==> src/hw/rtl/dtg_pkg.sv <==
package dtg_pkg;

	// Signed scratch width for the Q16.16 smoothing arithmetic.
	localparam int SW      = 52;
	// Magnitude width of a saturated multiplier operand (up to 2^47).
	localparam int MAG_W   = 48;
	localparam int PROD_W  = 2 * MAG_W;
	// Divider widths: dividend up to 2^33, divisor up to 2^36 - 1.
	localparam int DIVN_W  = 34;
	localparam int DIVD_W  = 36;
	localparam int CFG_W   = 20;

	typedef logic signed [SW-1:0]  sword_t;
	typedef logic [MAG_W-1:0]      mag_t;
	typedef logic [PROD_W-1:0]     prod_t;
	typedef logic [DIVN_W-1:0]     divn_t;
	typedef logic [DIVD_W-1:0]     divd_t;
	typedef logic [0:0]            reg_idx_t;
	typedef logic [CFG_W-1:0]      cfg_data_t;

	localparam reg_idx_t REG_MAX_VALUE   = 1'b0;
	localparam reg_idx_t REG_SMOOTH_TIME = 1'b1;

	localparam logic [15:0] K_QUAD = 16'd31457;
	localparam logic [15:0] K_CUBE = 16'd15401;
	localparam logic [16:0] Q_ONE  = 17'd65536;
	localparam logic [27:0] MIN_ST = 28'd7;
	localparam logic [23:0] X_MAX  = 24'h80_0000;
	localparam mag_t        SAT_MAG = 48'h8000_0000_0000;
	localparam sword_t      SAT_POS = sword_t'(SAT_MAG);
	localparam sword_t      SAT_NEG = -SAT_POS;

	function automatic sword_t sat47(sword_t a);
		return (a > SAT_POS) ? SAT_POS : ((a < SAT_NEG) ? SAT_NEG : a);
	endfunction

	function automatic mag_t mag_of(sword_t a);
		sword_t t;
		t = a[SW-1] ? -a : a;
		return t[MAG_W-1:0];
	endfunction

endpackage

==> src/hw/rtl/dtg_mul.sv <==
module dtg_mul (
	input  logic         clk,
	input  logic         arst_n,
	input  logic         start,
	input  dtg_pkg::mag_t  a,
	input  dtg_pkg::mag_t  b,
	output logic         done,
	output dtg_pkg::prod_t prod
);
	import dtg_pkg::*;

	// Shift-add multiplier: one multiplier bit per cycle, stops once the
	// remaining multiplier bits are all zero.
	prod_t a_q;
	prod_t acc_q;
	mag_t  b_q;
	logic  busy_q;

	always_ff @(posedge clk or negedge arst_n) begin
		if (!arst_n) begin
			busy_q <= 1'b0;
		end else if (start) begin
			busy_q <= 1'b1;
		end else if (busy_q && b_q == '0) begin
			busy_q <= 1'b0;
		end
	end

	always_ff @(posedge clk) begin
		if (start) begin
			a_q   <= PROD_W'(a);
			b_q   <= b;
			acc_q <= '0;
		end else if (busy_q && b_q != '0) begin
			if (b_q[0]) begin
				acc_q <= acc_q + a_q;
			end
			a_q <= {a_q[PROD_W-2:0], 1'b0};
			b_q <= b_q >> 1;
		end
	end

	assign done = busy_q && (b_q == '0);
	assign prod = acc_q;

endmodule

==> src/hw/rtl/dtg_div.sv <==
module dtg_div (
	input  logic          clk,
	input  logic          arst_n,
	input  logic          start,
	input  dtg_pkg::divn_t  dividend,
	input  dtg_pkg::divd_t  divisor,
	output logic          done,
	output dtg_pkg::divn_t  quot
);
	import dtg_pkg::*;

	localparam int CNT_W = $clog2(DIVN_W + 1);

	// Restoring divider, one quotient bit per cycle. The dividend shifts out
	// of the top of n_q while quotient bits shift in at the bottom.
	divn_t              n_q;
	divd_t              r_q;
	divd_t              d_q;
	logic [CNT_W-1:0]   cnt_q;
	logic               busy_q;
	logic [DIVD_W:0]    trial;
	logic [DIVD_W+1:0]  diff;
	logic               ge;

	assign trial = {r_q, n_q[DIVN_W-1]};
	assign diff  = {1'b0, trial} - {2'b00, d_q};
	assign ge    = !diff[DIVD_W+1];

	always_ff @(posedge clk or negedge arst_n) begin
		if (!arst_n) begin
			busy_q <= 1'b0;
			cnt_q  <= '0;
		end else if (start) begin
			busy_q <= 1'b1;
			cnt_q  <= CNT_W'(DIVN_W);
		end else if (busy_q) begin
			if (cnt_q == '0) begin
				busy_q <= 1'b0;
			end else begin
				cnt_q <= cnt_q - 1'b1;
			end
		end
	end

	always_ff @(posedge clk) begin
		if (start) begin
			n_q <= dividend;
			r_q <= '0;
			d_q <= divisor;
		end else if (busy_q && cnt_q != '0) begin
			r_q <= ge ? diff[DIVD_W-1:0] : trial[DIVD_W-1:0];
			n_q <= {n_q[DIVN_W-2:0], ge};
		end
	end

	assign done = busy_q && (cnt_q == '0);
	assign quot = n_q;

endmodule

==> src/hw/rtl/damped_trailing_gauge.sv <==
// A set item at or above max_value needs no arithmetic and a set item below it takes one
// division; a tick with nonzero elapsed_time and smooth_time takes two divisions and ten
// multiplications, on the serial divider and the shift-add multiplier.
// One item is worked on at a time.
// Reset (arst_n low, asynchronous) clears the levels and the velocity, loads max_value 100
// and smooth_time 16384, and empties the output register.
module damped_trailing_gauge #(
	parameter int TIME_FRAC_BITS = 16
) (
	input  logic                clk,
	input  logic                arst_n,
	input  logic                wr_en,
	input  dtg_pkg::reg_idx_t   wr_index,
	input  dtg_pkg::cfg_data_t  wr_data,
	input  logic                in_valid,
	output logic                in_stall,
	input  logic                func,
	input  logic [15:0]         raw_level,
	input  logic [15:0]         elapsed_time,
	output logic                out_valid,
	input  logic                out_stall,
	output logic [15:0]         gauge_level,
	output logic [15:0]         trailing_level
);
	import dtg_pkg::*;

	// Times are brought to 16 fraction bits by a right or a left shift.
	localparam int SHR = (TIME_FRAC_BITS >= 16) ? TIME_FRAC_BITS - 16 : 0;
	localparam int SHL = (TIME_FRAC_BITS < 16) ? 16 - TIME_FRAC_BITS : 0;

	// Sequencer states. Each arithmetic state starts its unit once and waits
	// for it to finish before it moves on.
	localparam logic [3:0] S_IDLE  = 4'd0;
	localparam logic [3:0] S_LVL   = 4'd1;
	localparam logic [3:0] S_OMEGA = 4'd2;
	localparam logic [3:0] S_X     = 4'd3;
	localparam logic [3:0] S_X2    = 4'd4;
	localparam logic [3:0] S_X3    = 4'd5;
	localparam logic [3:0] S_KQ    = 4'd6;
	localparam logic [3:0] S_KC    = 4'd7;
	localparam logic [3:0] S_EX    = 4'd8;
	localparam logic [3:0] S_P1    = 4'd9;
	localparam logic [3:0] S_TEMP  = 4'd10;
	localparam logic [3:0] S_P2    = 4'd11;
	localparam logic [3:0] S_VN    = 4'd12;
	localparam logic [3:0] S_P3    = 4'd13;
	localparam logic [3:0] S_FIN   = 4'd14;
	localparam logic [3:0] S_EMIT  = 4'd15;

	logic [3:0]          state_q;
	logic                issued_q;
	logic                out_valid_q;
	logic [15:0]         gauge_q;
	logic [15:0]         trail_out_q;

	// Configuration and architectural state.
	logic [15:0]         max_value_q;
	logic [19:0]         smooth_time_q;
	logic [15:0]         level_now_q;
	logic [15:0]         level_trail_q;
	logic signed [31:0]  vel_q;

	// Working registers of one tick.
	logic [15:0]         raw_q;
	logic [27:0]         st_q;
	logic [23:0]         dt_q;
	logic [30:0]         omega_q;
	logic [23:0]         x_q;
	logic [30:0]         x2_q;
	logic [37:0]         x3_q;
	logic [28:0]         kq_q;
	logic [35:0]         den_q;
	logic [16:0]         ex_q;
	logic signed [31:0]  change_q;
	logic signed [31:0]  tprime_q;
	sword_t              temp_q;
	sword_t              p_q;
	sword_t              vn_q;
	logic                neg_q;

	logic                in_acc;
	logic [15:0]         mv;
	logic [27:0]         st_conv;
	logic [27:0]         st_min;
	logic [23:0]         dt_conv;

	logic                is_mul;
	logic                is_div;
	logic                mul_start;
	logic                div_start;
	logic                mul_done;
	logic                div_done;
	logic                mul_fin;
	logic                div_fin;
	prod_t               mul_prod;
	divn_t               div_quot;
	sword_t              opa;
	sword_t              opb;
	sword_t              sa;
	sword_t              sb;
	divn_t               div_n;
	divd_t               div_d;
	logic [79:0]         m_full;
	mag_t                m_sat;
	sword_t              mul_res;
	logic [23:0]         x_c;

	logic signed [31:0]  cur;
	logic signed [31:0]  tgt;
	logic signed [31:0]  diff_c;
	logic signed [31:0]  maxc;
	logic signed [31:0]  change_c;
	sword_t              out_c;
	logic                snap;
	sword_t              out_g;
	sword_t              v_g;
	logic signed [31:0]  v_sat;
	logic [16:0]         out_clamp;
	logic [17:0]         out_rnd;
	logic                emit_load;

	assign in_acc    = in_valid && !in_stall;
	assign in_stall  = (state_q != S_IDLE);
	assign out_valid = out_valid_q;
	assign gauge_level    = gauge_q;
	assign trailing_level = trail_out_q;
	assign emit_load = (state_q == S_EMIT) && (!out_valid_q || !out_stall);

	// A max_value of zero acts as one.
	assign mv      = (max_value_q == '0) ? 16'd1 : max_value_q;
	assign st_conv = 28'(({8'b0, smooth_time_q} >> SHR) << SHL);
	assign st_min  = (st_conv < MIN_ST) ? MIN_ST : st_conv;
	assign dt_conv = 24'(({8'b0, elapsed_time} >> SHR) << SHL);

	assign is_mul = (state_q == S_X) || (state_q == S_X2) || (state_q == S_X3) ||
		(state_q == S_KQ) || (state_q == S_KC) || (state_q == S_P1) ||
		(state_q == S_TEMP) || (state_q == S_P2) || (state_q == S_VN) ||
		(state_q == S_P3);
	assign is_div = (state_q == S_LVL) || (state_q == S_OMEGA) || (state_q == S_EX);
	assign mul_start = is_mul && !issued_q;
	assign div_start = is_div && !issued_q;
	assign mul_fin   = issued_q && mul_done;
	assign div_fin   = issued_q && div_done;

	// Multiplier operands. Every product goes through the same signed,
	// saturating Q16.16 path; the unsigned ones are well inside its range.
	always_comb begin
		opa = '0;
		opb = '0;
		case (state_q)
			S_X: begin
				opa = sword_t'(omega_q);
				opb = sword_t'(dt_q);
			end
			S_X2: begin
				opa = sword_t'(x_q);
				opb = sword_t'(x_q);
			end
			S_X3: begin
				opa = sword_t'(x2_q);
				opb = sword_t'(x_q);
			end
			S_KQ: begin
				opa = sword_t'(x2_q);
				opb = sword_t'(K_QUAD);
			end
			S_KC: begin
				opa = sword_t'(x3_q);
				opb = sword_t'(K_CUBE);
			end
			S_P1: begin
				opa = sword_t'(omega_q);
				opb = sword_t'(change_q);
			end
			S_TEMP: begin
				opa = sword_t'(vel_q) + p_q;
				opb = sword_t'(dt_q);
			end
			S_P2: begin
				opa = temp_q;
				opb = sword_t'(omega_q);
			end
			S_VN: begin
				opa = sword_t'(vel_q) - p_q;
				opb = sword_t'(ex_q);
			end
			S_P3: begin
				opa = sword_t'(change_q) + temp_q;
				opb = sword_t'(ex_q);
			end
			default: begin
				opa = '0;
				opb = '0;
			end
		endcase
	end

	assign sa = sat47(opa);
	assign sb = sat47(opb);

	// The product magnitude is truncated by 16 bits and capped at 2^47.
	assign m_full  = mul_prod[PROD_W-1:16];
	assign m_sat   = (m_full > 80'(SAT_MAG)) ? SAT_MAG : m_full[MAG_W-1:0];
	assign mul_res = neg_q ? -sword_t'(m_sat) : sword_t'(m_sat);
	assign x_c     = (mul_res > sword_t'(X_MAX)) ? X_MAX : mul_res[23:0];

	// Divider operands: the gauge quotient, omega and the exponential factor.
	always_comb begin
		div_n = '0;
		div_d = '0;
		case (state_q)
			S_LVL: begin
				div_n = divn_t'({raw_q, 15'b0});
				div_d = divd_t'(mv);
			end
			S_OMEGA: begin
				div_n = divn_t'(1) << 33;
				div_d = divd_t'(st_q);
			end
			S_EX: begin
				div_n = divn_t'(1) << 32;
				div_d = den_q;
			end
			default: begin
				div_n = '0;
				div_d = '0;
			end
		endcase
	end

	// Levels are Q1.15 and become Q16.16 by a left shift of one.
	assign cur    = $signed({15'b0, level_trail_q, 1'b0});
	assign tgt    = $signed({15'b0, level_now_q, 1'b0});
	assign diff_c = cur - tgt;
	assign maxc   = $signed({3'b0, st_q, 1'b0});

	always_comb begin
		if (diff_c > maxc) begin
			change_c = maxc;
		end else if (diff_c < -maxc) begin
			change_c = -maxc;
		end else begin
			change_c = diff_c;
		end
	end

	// The overshoot guard snaps to the target when the new level lies on the
	// far side of it, or when the target did not lie above the old level and
	// the new level does not lie above the target.
	assign out_c = sword_t'(tprime_q) + p_q;
	assign snap  = ((tgt - cur) > 0) == (out_c > sword_t'(tgt));
	assign out_g = snap ? sword_t'(tgt) : out_c;
	assign v_g   = snap ? '0 : vn_q;

	always_comb begin
		if (v_g > sword_t'(32'sh7FFF_FFFF)) begin
			v_sat = 32'sh7FFF_FFFF;
		end else if (v_g < sword_t'(-33'sh8000_0000)) begin
			v_sat = -32'sh8000_0000;
		end else begin
			v_sat = v_g[31:0];
		end
	end

	always_comb begin
		if (out_g < 0) begin
			out_clamp = '0;
		end else if (out_g > sword_t'(Q_ONE)) begin
			out_clamp = Q_ONE;
		end else begin
			out_clamp = out_g[16:0];
		end
	end

	// Round half up into Q1.15; the clamp already keeps this at or below one.
	assign out_rnd = ({1'b0, out_clamp} + 18'd1) >> 1;

	dtg_mul u_mul (
		.clk    (clk),
		.arst_n (arst_n),
		.start  (mul_start),
		.a      (mag_of(sa)),
		.b      (mag_of(sb)),
		.done   (mul_done),
		.prod   (mul_prod)
	);

	dtg_div u_div (
		.clk      (clk),
		.arst_n   (arst_n),
		.start    (div_start),
		.dividend (div_n),
		.divisor  (div_d),
		.done     (div_done),
		.quot     (div_quot)
	);

	// Control, configuration and the gauge state.
	always_ff @(posedge clk or negedge arst_n) begin
		if (!arst_n) begin
			state_q       <= S_IDLE;
			issued_q      <= 1'b0;
			out_valid_q   <= 1'b0;
			max_value_q   <= 16'd100;
			smooth_time_q <= 20'd16384;
			level_now_q   <= '0;
			level_trail_q <= '0;
			vel_q         <= '0;
		end else begin
			if (wr_en) begin
				case (wr_index)
					REG_MAX_VALUE:   max_value_q   <= wr_data[15:0];
					REG_SMOOTH_TIME: smooth_time_q <= wr_data;
					default: ;
				endcase
			end
			if (mul_start || div_start) begin
				issued_q <= 1'b1;
			end
			if (mul_fin || div_fin) begin
				issued_q <= 1'b0;
			end
			if (out_valid_q && !out_stall) begin
				out_valid_q <= 1'b0;
			end
			case (state_q)
				S_IDLE: begin
					if (in_acc) begin
						if (!func) begin
							if (raw_level >= mv) begin
								level_now_q <= 16'd32768;
								state_q     <= S_EMIT;
							end else begin
								state_q <= S_LVL;
							end
						end else if (elapsed_time == '0) begin
							state_q <= S_EMIT;
						end else if (smooth_time_q == '0) begin
							level_trail_q <= level_now_q;
							vel_q         <= '0;
							state_q       <= S_EMIT;
						end else begin
							state_q <= S_OMEGA;
						end
					end
				end
				S_LVL: begin
					if (div_fin) begin
						level_now_q <= div_quot[15:0];
						state_q     <= S_EMIT;
					end
				end
				S_OMEGA: if (div_fin) state_q <= S_X;
				S_X:     if (mul_fin) state_q <= S_X2;
				S_X2:    if (mul_fin) state_q <= S_X3;
				S_X3:    if (mul_fin) state_q <= S_KQ;
				S_KQ:    if (mul_fin) state_q <= S_KC;
				S_KC:    if (mul_fin) state_q <= S_EX;
				S_EX:    if (div_fin) state_q <= S_P1;
				S_P1:    if (mul_fin) state_q <= S_TEMP;
				S_TEMP:  if (mul_fin) state_q <= S_P2;
				S_P2:    if (mul_fin) state_q <= S_VN;
				S_VN:    if (mul_fin) state_q <= S_P3;
				S_P3:    if (mul_fin) state_q <= S_FIN;
				S_FIN: begin
					vel_q         <= v_sat;
					level_trail_q <= out_rnd[15:0];
					state_q       <= S_EMIT;
				end
				S_EMIT: begin
					if (emit_load) begin
						out_valid_q <= 1'b1;
						state_q     <= S_IDLE;
					end
				end
				default: state_q <= S_IDLE;
			endcase
		end
	end

	// Working registers and the output word.
	always_ff @(posedge clk) begin
		if (in_acc) begin
			raw_q <= raw_level;
			st_q  <= st_min;
			dt_q  <= dt_conv;
		end
		if (mul_start) begin
			neg_q <= sa[SW-1] ^ sb[SW-1];
		end
		if (mul_fin) begin
			case (state_q)
				S_X:    x_q    <= x_c;
				S_X2:   x2_q   <= mul_res[30:0];
				S_X3:   x3_q   <= mul_res[37:0];
				S_KQ:   kq_q   <= mul_res[28:0];
				S_KC:   den_q  <= 36'(Q_ONE) + 36'(x_q) + 36'(kq_q) + 36'(mul_res[34:0]);
				S_TEMP: temp_q <= mul_res;
				S_VN:   vn_q   <= mul_res;
				S_P1, S_P2, S_P3: p_q <= mul_res;
				default: ;
			endcase
		end
		if (div_fin) begin
			case (state_q)
				S_OMEGA: omega_q <= div_quot[30:0];
				S_EX: begin
					ex_q     <= div_quot[16:0];
					change_q <= change_c;
					tprime_q <= cur - change_c;
				end
				default: ;
			endcase
		end
		if (emit_load) begin
			gauge_q     <= level_now_q;
			trail_out_q <= level_trail_q;
		end
	end

	a_units_exclusive: assert property (@(posedge clk) disable iff (!arst_n)
		!(mul_done && div_done))
		else $error("multiplier and divider finished together");

	a_accept_leaves_idle: assert property (@(posedge clk) disable iff (!arst_n)
		in_acc |=> (state_q != S_IDLE))
		else $error("accepted word did not start work");

	a_emit_fills_output: assert property (@(posedge clk) disable iff (!arst_n)
		(state_q == S_EMIT && !out_stall) |=> out_valid_q)
		else $error("result word not presented");

	a_gauge_range: assert property (@(posedge clk) disable iff (!arst_n)
		level_now_q <= 16'd32768)
		else $error("gauge level above full scale");

	a_trail_range: assert property (@(posedge clk) disable iff (!arst_n)
		level_trail_q <= 16'd32768)
		else $error("trailing level above full scale");

endmodule

==> config.mk <==
export PLATFORM = sky130hd
export DESIGN_NAME = damped_trailing_gauge
export DESIGN_NICKNAME = d
export VERILOG_FILES = /design/src/hw/rtl/dtg_pkg.sv /design/src/hw/rtl/dtg_mul.sv /design/src/hw/rtl/dtg_div.sv /design/src/hw/rtl/damped_trailing_gauge.sv
export SDC_FILE = /design/constraint.sdc
export NUM_CORES = 2
export LEC_CHECK = 0
export BUFFER_PORTS_ARGS = -buffer_cell sky130_fd_sc_hd__buf_4
export CAP_MARGIN = 5
export CORE_UTILIZATION = 50
export DETAILED_ROUTE_END_ITERATION = 8
export PLACE_DENSITY_LB_ADDON = 0.12
export SETUP_SLACK_MARGIN = 0.15
export SLEW_MARGIN = 20
export SYNTH_ARGS = -nofsm -noshare
export SYNTH_HDL_FRONTEND = slang
export SYNTH_SLANG_ARGS = --single-unit
export TNS_END_PERCENT = 5
==> constraint.sdc <==
create_clock -name clk -period 13.8 [get_ports clk]
set_input_delay 2.07 -clock clk [delete_from_list [all_inputs] [get_ports clk]]
set_output_delay 2.07 -clock clk [all_outputs]
set_load 0.01 [all_outputs]
==> results.cfg <==
[final_layout]
regArea_um2 = 26700
n_fill_cell = 11900
multi_input_area_um2 = 37600
fin_nets = 7824
syn_to_final_growth_pct = 10.1
drive_gt1_share_pct = 7.92

[detailed_routing]
ant_nets = 0
vias = 59400
wl_um = 245000
drtIter0Drc = 7119
vias_per_cell = 6.52
m1WireLength_um = 107000
top_layer = met5
wire_per_inst_um = 26.9
drc = 0
wl_met3_um = 25500
met2_length_um = 103000
drt-pass1-iter-count = 8

[critical_path]
crit_required_ns = 14.28
r2r-start = level_now_q[0]
critPathCaptureType = flip-flop
start_kind = flip-flop
worst-path-stages = 46
slowest_stage = a2111oi_0
r2r-end = tprime_q[20]
reg2reg_depth = 46
crit_arrival_ns = 11.22
path_delay_family = compound AO/OA/AOI/OAI gates
crit_path_frequent_cell = o21ai_0
critPathKind = flip-flop to flip-flop
worst-path-buf-inv = 3
worst-path-max-fanout = 43
reg2reg_slack_ns = 3.06
critPathMaxStageDelay_ns = 0.62

[yosys]
ys_types = 107
synthCells = 7279
synth_top_area_share_pct = 30.5
synth.largest_area_cell = edfxtp_1
synthArstFlopShare_pct = 11.8
syn_area_um2 = 66500
syn_avg_cell_area_um2 = 9.14
netlist_top_cells_count = 753 x nand2_1, 675 x edfxtp_1, 669 x a21oi_1, 504 x nor2_1, 501 x ha_1
yosys_warnings = 0
synth-edff-count = 675
yosysSeqAreaShare_pct = 40.2
synth_fp_nets = 7847
ys_seq_elements = 969
synth_area_leaders = edfxtp_1 30%, ha_1 9.4%, dfxtp_1 5.4%
synth.most_common_cell = nand2_1
ys.flop_type = edfxtp_1

[die]
die_h_um = 367
die_x_um = 367
placementRows = 133
pin_count = 93
core_region_area_um2 = 132000
dieArea_um2 = 134000
initial_core_util_pct = 50.5

[timing]
setup_viol = 0
min_period_over_period_pct = 77.8
fmax_mhz = 93.1
tightest_slew_ns = 1.22
drv_slew = 0
period_minus_slack_ns = 10.74
rsz0062_at_grt = no
tns_ns = 0
hold_violations = 0
skew_ns = 0.0632
maxSlewHeadroom_pct = 17.8

[min_path]
hold_end = omega_q[26]
holdCritStartpoint = u_div.quot[26]
min_path_cells = 0
hp-class = flip-flop to flip-flop

[power_and_ir_drop]
p_clk_share_pct = 19.7
peakVddDrop_mv = 0.223
p_leak_nw = 29.2
total_power_w = 0.0162
pwr-share-comb_pct = 51.8
swShare_pct = 45.3
p_int_w = 0.00884
power_frac_seq_pct = 28.5
power.density_nw_per_um2 = 221
p_sw_w = 0.00731

[clocking]
clock_latency_ns = 0.77
h-tree-depth = 3
cts_root_buf = clkbuf_16
postCtsSetupRepairBufs = 0
cts_resized = 0
cts_buffer_depth = 3
numCtsBuffers = 109
clk_pin_slew_worst_paths_ns = 0.06
cts_tree = done
cts_sinks = 969
ctsHoldBuffers = 0

[grt]
grt_pass1_vias = 54600
grt.total_usage_pct = 35.4
grt_remaining_overflow = 0
grt_max_degree = 84
antenna_found_initial = 28
grt_pass1_wl_um = 358000

[placed_design]
place.gp.congestion = 0.988
hpwl_um = 188000
io_buffer_count = 92

[flow_run]
drv_cap = 0

[outcome]
outcome = finished clean
## per-layer routing
layer / vias up / track usage (%)
li1: 27200 / -
met1: 28800 / 51.6
met2: 2972 / 52.1
met3: 440 / 6.97
met4: 16 / 12.2
met5: - / 0
## power by group through the flow
stage | registers (W) | logic (W) | clock network, W
global placement | 0.00463 | 0.00806 | 0
finish | 0.00460 | 0.00836 | 0.00319
floorplan | 0.00430 | 0.00590 | 0
CTS | 0.00458 | 0.00818 | 0.00322
detailed placement | 0.00463 | 0.00812 | 0
global route | 0.00465 | 0.00916 | 0.00332
## how the worst max path moves through the flow
stage,slack (ns),endpoint,from
after global routing,2.11,tprime_q[22],level_now_q[1]
after detailed placement,3.32,tprime_q[20],level_now_q[0]
final,3.06,tprime_q[20],level_now_q[0]
after floorplan,4.23,tprime_q[20],level_trail_q[0]
after CTS,3.25,tprime_q[20],level_now_q[0]
after global placement,3.30,tprime_q[20],level_now_q[0]
## cells in the final DEF (no fill, tap or decap), types with 162 or more instances in the layout
master and instances:
inv_1 298, nor2_1 488, a21oi_1 665, o21ai_0 475, ha_1 501, xor2_1 180
xnor2_1 255, edfxtp_1 675, a21o_1 184, nand3_1 162, nor3_1 175, dfxtp_1 180
nand2_1 751, buf_4 220
## through the flow
stage | setup slack, ns | utilization [%] | std cells | hold slack [ns] | cell area [um^2]
2_1_floorplan | 4.23 | - | 7279 | 0.417 | 66500
3_3_place_gp | 3.30 | 52.6 | 8899 | 0.440 | 69300
3_5_place_dp | 3.32 | 52.6 | 8899 | 0.442 | 69300
4_1_cts | 3.25 | 55.6 | 9105 | 0.456 | 73200
5_1_grt | 2.11 | 55.6 | 9106 | 0.479 | 73200
6_report | 3.06 | 55.6 | 9114 | 0.458 | 73300
## sequential cells by signal, summed over array words and instances (netlist names), 29 cells and up
register,cells
u_div.r_q,36
u_div.d_q,36
u_mul.a_q,96
vn_q,52
omega_q,31
p_q,52
x3_q,38
x2_q,31
tprime_q,31
temp_q,52
u_mul.prod,96
change_q,31
vel_q,32
kq_q,29
u_mul.b_q,48
u_div.quot,34
den_q,36
## area by class of cell
class                      count  area share [%]
tap                         1755            3.00
clock inverter                71            1.37
timing repair buffer         221            2.26
antenna                        8          0.0273
inverter                     302            1.55
clock buffer                 135            3.97
sequential                   969            36.5
multi-input combinational   5653            51.3
## cells by family (layout without fill, tap and decap cells)
kind of cell    count (synthesis)  count (layout)  share of synthesized area, %
compound gates               2287            2287                          22.3
mux                            85              85                          1.34
simple gates                 2334            2334                          16.9
flops                         969             969                          40.2
other cells                     1               9                       0.00564
fa+ha+maj                     510             510                          9.68
buf+inv                       657             729                          3.79
xor+xnor                      436             436                          5.74
Note: power is estimated with default switching activity, not from simulation.
